<file path="config.mk">
export PLATFORM = sky130hd
export DESIGN_NAME = rope_cordic_cell
export DESIGN_NICKNAME = d
export VERILOG_FILES = /design/src/hw/rtl/rope_pkg.sv /design/src/hw/rtl/rope_cordic_cell.sv
export SDC_FILE = /design/constraint.sdc
export NUM_CORES = 1
export LEC_CHECK = 0
export BUFFER_PORTS_ARGS = -buffer_cell sky130_fd_sc_hd__buf_2
export CAP_MARGIN = 30
export CORE_AREA = 4 4 178 180
export CTS_CLUSTER_SIZE = 16
export DETAILED_ROUTE_END_ITERATION = 8
export DIE_AREA = 0 0 182 184
export PLACE_DENSITY = 0.69
export SETUP_SLACK_MARGIN = 0.1
export SLEW_MARGIN = 20
export SYNTH_ARGS = -nofsm -noshare
export SYNTH_HDL_FRONTEND = slang
export SYNTH_SLANG_ARGS = --single-unit
</file>
<file path="constraint.sdc">
create_clock -name clk -period 0.8 [get_ports clk]
set_clock_uncertainty 0.05 [all_clocks]
set_input_delay 0.16 -clock clk [delete_from_list [all_inputs] [get_ports clk]]
set_output_delay 0.16 -clock clk [all_outputs]
set_load 0.005 [all_outputs]
</file>
<file path="src/hw/rtl/rope_pkg.sv">
// Shared types, constants and build-time helpers for the rotary position embedding block.
// No dependencies; every other file of the block imports this package.
package rope_pkg;

	localparam int CW = 34;

	typedef logic signed [31:0]   data_t;
	typedef logic signed [CW-1:0] cval_t;

	localparam logic [63:0] LOG2_TENK_Q32  = 64'd57070290109;
	localparam logic [63:0] INV_TWO_PI_Q32 = 64'd683565276;
	localparam cval_t       CORDIC_ONE_Q30 = 34'sd652032874;

	localparam logic [31:0] ATAN_TURNS [32] = '{
		32'h20000000, 32'h12E4051E, 32'h09FB385B, 32'h051111D4, 32'h028B0D43,
		32'h0145D7E1, 32'h00A2F61E, 32'h00517C55, 32'h0028BE53, 32'h00145F2F,
		32'h000A2F98, 32'h000517CC, 32'h00028BE6, 32'h000145F3, 32'h0000A2FA,
		32'h0000517D, 32'h000028BE, 32'h0000145F, 32'h00000A30, 32'h00000518,
		32'h0000028C, 32'h00000146, 32'h000000A3, 32'h00000051, 32'h00000029,
		32'h00000014, 32'h0000000A, 32'h00000005, 32'h00000003, 32'h00000001,
		32'h00000001, 32'h00000000
	};

	// Item fields that ride along the rotation pipeline
	typedef struct packed {
		data_t qe;
		data_t qo;
		data_t ke;
		data_t ko;
		logic  rot_k;
	} rope_side_t;

	// Per-cell CORDIC state handed from one cell to the next
	typedef struct packed {
		cval_t      x;
		cval_t      y;
		cval_t      z;
		logic       flip;
		rope_side_t side;
	} rope_cell_t;

	// Integer square root, used only while building the frequency table
	function automatic logic [63:0] isqrt64(logic [63:0] v);
		logic [63:0] op;
		logic [63:0] res;
		logic [63:0] bitv;
		op   = v;
		res  = '0;
		bitv = 64'd1 << 62;
		while (bitv > op)
			bitv = bitv >> 2;
		while (bitv != 0) begin
			if (op >= res + bitv) begin
				op  = op - (res + bitv);
				res = (res >> 1) + bitv;
			end else begin
				res = res >> 1;
			end
			bitv = bitv >> 2;
		end
		return res;
	endfunction

endpackage

</file>
<file path="src/hw/rtl/rope_cordic_cell.sv">
// One rotation-mode CORDIC cell: a fixed shift and one arctangent step, registered.
// Depends on rope_pkg for the cell state type and the arctangent table.
module rope_cordic_cell #(
	parameter int STAGE = 0
) (
	input  logic                 clk,
	input  logic                 arst_n,
	input  logic                 in_valid,
	input  rope_pkg::rope_cell_t in_cell,
	output logic                 out_valid_s1,
	output rope_pkg::rope_cell_t out_cell_s1
);
	import rope_pkg::*;

	localparam cval_t ATAN = cval_t'({2'b00, ATAN_TURNS[STAGE]});

	rope_cell_t nxt;
	cval_t      dx;
	cval_t      dy;

	always_comb begin
		dx  = in_cell.y >>> STAGE;
		dy  = in_cell.x >>> STAGE;
		nxt = in_cell;
		if (!in_cell.z[CW-1]) begin
			nxt.x = in_cell.x - dx;
			nxt.y = in_cell.y + dy;
			nxt.z = in_cell.z - ATAN;
		end else begin
			nxt.x = in_cell.x + dx;
			nxt.y = in_cell.y - dy;
			nxt.z = in_cell.z + ATAN;
		end
	end

	always_ff @(posedge clk or negedge arst_n) begin
		if (!arst_n) begin
			out_valid_s1 <= 1'b0;
		end else begin
			out_valid_s1 <= in_valid;
		end
	end

	always_ff @(posedge clk) begin
		out_cell_s1 <= nxt;
	end

endmodule

</file>
==> impl_metrics.yaml <==
clock_tree:
  cts.sinks: 232
  cts_tree: "built"
  cts_max_path_buffers: 3
  cts.clk_slew.worst_paths_ps: 70
  cts_htree_levels: 1
  ctsRootBufferMaster: "sky130_fd_sc_hd__clkbuf_16"
  cts_buffers: 27
  hold_buffers: 163
final_layout:
  sequential_standard_cell_area_um2: 4860
  multi_input_area_um2: 6910
  postLayoutCellArea_um2: 22200
  areaGrowthSynthToFinish_pct: 107
  final_cell_count_no_fill: 2603
  post_route_cells_drive_above_1_share: 0.596
  fillers: 2032
  finish.net_count: 2526
synthesis:
  post-synth-top-area-fraction: 0.431
  netlist-cell-type-count: 79
  synth-edff-count: 0
  syn-cell-area_um2: 10700
  synth_top_cells_by_area: "sky130_fd_sc_hd__dfxtp_1 43%, sky130_fd_sc_hd__ha_1 12%, sky130_fd_sc_hd__a21oi_1 6.0%"
  ys_async_sr_fraction: 0.00431
  yosys_warnings: 0
  synth_fp_nets: 1506
  synth_ff_type: "sky130_fd_sc_hd__dfxtp_1"
  synth-seq-area-share: 0.434
  netlist.top_cell.by_area: "sky130_fd_sc_hd__dfxtp_1"
  total_of_flip_flops_plus_latches_after_synthesis: 232
  synthCells: 1165
  syn_avg_cell_area_um2: 9.20
floorplan:
  fp.dieW_um: 182
  placementRows: 64
  top_level_ports: 468
  dieArea_um2: 33500
  initial_cell_density_of_the_core: 0.355
  core_um2: 30200
  chipHeight_um: 184
drt:
  iter_0_drt_violations: 1019
  drt.antenna.violating_nets: 0
  drt-total-wl_um: 62300
  drt_pass1_iterations: 7
  route.layer.met1.wl_um: 24600
  maxUsedRoutingLayer: "met5"
  detailroute.via_count: 13500
  wl_per_cell_um: 23.9
  wl_met3_um: 5190
  drt_drc: 0
  amount_of_wire_on_met2_after_detailed_routing_um: 28900
  via_density_per_instance: 5.18
placed_design:
  dp.final_hpwl_um: 44100
  place_worst_setup_slack_ps: -2090
  placedCellCount: 2338
  detailed_place.area_um2: 16700
  gp_routability_congestion: 0.967
  io_buffer_count: 467
timing:
  final_layout_worst_hold_slack_ps: -116
  post-route-min-period_ps: 2170
  post-route-period-util: 2.71
  number_of_setup_violations_in_the_final_report: 299
  tightestPinTransition_ps: 600
  slew_headroom: 0.595
  setup_slack_ps: -1370
  final.setup.tns_ps: -163190
  finalHoldViolations: 7
  clock.fmax_mhz: 461
  grt_setup_unrepaired: "yes"
  slew_violations: 0
critical_path:
  critical_path_class: "primary input to flip-flop"
  crit_path_end_kind: "flip-flop"
  worstPathArrival_ps: 2550
  worstSetupStartpointType: "primary input"
  critical_path_peak_fanout: 4
  critPathRequiredTime_ps: 1180
power_and_ir_drop:
  power-per-cell-area_nw_per_um2: 1860
  power.static_leakage_uw: 0.0104
  power.ir.vdd_worst_uv: 1700
global_routing:
  grt_usage: 0.335
  grt_max_degree: 64
  grt_pass1_wl_um: 86000
  grt_antenna_before_repair: 3
  globalRoute.totalOverflow: 0
  via_count_of_the_first_global_routing_pass: 13700
outcome:
  outcome: "finished with violations"
  failed_checks: "hold timing, setup timing"
worst_hold_path:
  hold_depth: 3
  beginning_of_the_worst_hold_path: "in_cell[162]"
  timing.hold.worst_endpoint: "out_cell_s1[163]"
  path_type_of_the_worst_min_delay_path: "primary input to flip-flop"
flow_run:
  count_of_maximum_capacitance_violations: 0
## stage by stage
stage / util / total power, uW
detailed placement: 0.554 / 23800
floorplan: - / 17900
finish: 0.734 / 41300
global placement: 0.554 / 23700
global route: 0.734 / 42600
CTS: 0.703 / 39800
## worst max-delay path: stages
cell and delay, ps:
sky130_fd_sc_hd__buf_12 90, sky130_fd_sc_hd__inv_12 30, sky130_fd_sc_hd__ha_4 270, sky130_fd_sc_hd__buf_6 120, sky130_fd_sc_hd__nor2_4 40, sky130_fd_sc_hd__a221o_1 360
sky130_fd_sc_hd__a41o_1 280, sky130_fd_sc_hd__o211ai_4 270, sky130_fd_sc_hd__o31ai_4 90, sky130_fd_sc_hd__buf_12 160, sky130_fd_sc_hd__a311o_1 290, sky130_fd_sc_hd__a22o_1 240
sky130_fd_sc_hd__xor2_1 140
## Yosys cell counts (all sizes together), types with 3 or more instances
cell type,n
or4,6
mux2i,14
ha,102
and3,3
nor3,22
dfxtp,231
inv,108
a2111oi,7
nand3,16
clkbuf,28
a311oi,4
o31a,3
a21oi,129
a21o,16
a21boi,3
or2,4
o22ai,4
or3b,3
nor2b,10
nand2,49
nand3b,4
xor2,10
a31oi,6
o21a,10
fa,4
o21ai,74
xnor2,56
nor2,86
o21bai,25
nand2b,11
a211oi,11
o31ai,8
nor4,6
buf,21
a211o,4
o2111ai,3
o2bb2ai,3
or3,5
nand4,13
and2,6
o211ai,8
## worst max-delay path by stage
stage                            start                to  slack [ps]  cells after the start
after global routing      in_cell[198]  out_cell_s1[220]       -1480                     14
after floorplan           in_cell[211]  out_cell_s1[196]       -1600                     10
after global placement    in_cell[198]  out_cell_s1[194]       -2070                     12
after detailed placement  in_cell[198]  out_cell_s1[190]       -2090                     12
final                     in_cell[166]  out_cell_s1[231]       -1370                     13
after CTS                 in_cell[164]  out_cell_s1[182]       -1310                     15
## timing repair
action                                  in CTS  in global routing
setup buffers                               43                 20
pin swaps                                  119                 99
endpoints found under the setup margin     303                301
hold endpoints to repair                   170                  7
resized for setup                          446                211
gates cloned                                 0                  1
## registers in the layout, summed over array words and instances (netlist names)
register	count
out_valid_s1	1
out_cell_s1	231
## where the power goes
part,switching (uW),internal [uW]
clock network,5460,8410
registers,654,13000
logic,6500,7260
total,12600,28700
## layer usage
| layer | vias to the layer above | track usage |
|---|---|---|
| li1 | 6078 | - |
| met1 | 6510 | 0.425 |
| met2 | 701 | 0.547 |
| met3 | 181 | 0.0819 |
| met4 | 2 | 0.139 |
| met5 | - | 0 |
## final cells by class
| class | instances | area share |
|---|---|---|
| Tap cell | 396 | 0.0224 |
| Clock inverter | 17 | 0.0121 |
| Antenna cell | 1 | 0.000113 |
| Clock buffer | 33 | 0.0324 |
| Timing Repair Buffer | 1040 | 0.378 |
| Sequential cell | 232 | 0.219 |
| Inverter | 110 | 0.0244 |
| Multi-Input combinational cell | 774 | 0.312 |
## placed cells by master, fill, tap and decap left out, types with 9 or more instances in the layout
cell | netlist | final
sky130_fd_sc_hd__o21ai_1 | 5 | 18
sky130_fd_sc_hd__inv_1 | 105 | 81
sky130_fd_sc_hd__ha_1 | 102 | 77
sky130_fd_sc_hd__xor2_1 | 10 | 9
sky130_fd_sc_hd__buf_4 | 2 | 370
sky130_fd_sc_hd__ha_4 | 0 | 25
sky130_fd_sc_hd__buf_6 | 0 | 190
sky130_fd_sc_hd__o21ai_0 | 69 | 33
sky130_fd_sc_hd__o21bai_1 | 25 | 23
sky130_fd_sc_hd__xnor2_2 | 0 | 10
sky130_fd_sc_hd__a21oi_2 | 1 | 33
sky130_fd_sc_hd__nor3_1 | 21 | 15
sky130_fd_sc_hd__a21oi_1 | 128 | 88
sky130_fd_sc_hd__dfxtp_2 | 0 | 158
sky130_fd_sc_hd__dlygate4sd3_1 | 0 | 163
sky130_fd_sc_hd__o21ai_2 | 0 | 12
sky130_fd_sc_hd__nor2_1 | 86 | 73
sky130_fd_sc_hd__o21ai_4 | 0 | 11
sky130_fd_sc_hd__inv_4 | 0 | 9
sky130_fd_sc_hd__xnor2_1 | 56 | 46
sky130_fd_sc_hd__a21o_1 | 16 | 16
sky130_fd_sc_hd__nand3_1 | 16 | 13
sky130_fd_sc_hd__dfxtp_1 | 231 | 69
sky130_fd_sc_hd__nand4_1 | 13 | 13
sky130_fd_sc_hd__nand2_1 | 49 | 43
sky130_fd_sc_hd__clkbuf_16 | 0 | 28
sky130_fd_sc_hd__buf_2 | 11 | 300
sky130_fd_sc_hd__mux2i_1 | 14 | 9
## cells by family (layout without fill, tap and decap cells)
family,count (synthesis),count (layout),share of synthesized area
AO/OA/AOI/OAI,339,339,0.202
AND/OR/NAND/NOR,249,249,0.113
flip-flops,232,232,0.434
buffers and inverters,159,1200,0.0576
adder cells (fa/ha/maj),106,106,0.127
XOR/XNOR,66,66,0.0539
multiplexers,14,14,0.0131
other,0,1,0
Note: power is estimated with default switching activity, not from simulation.
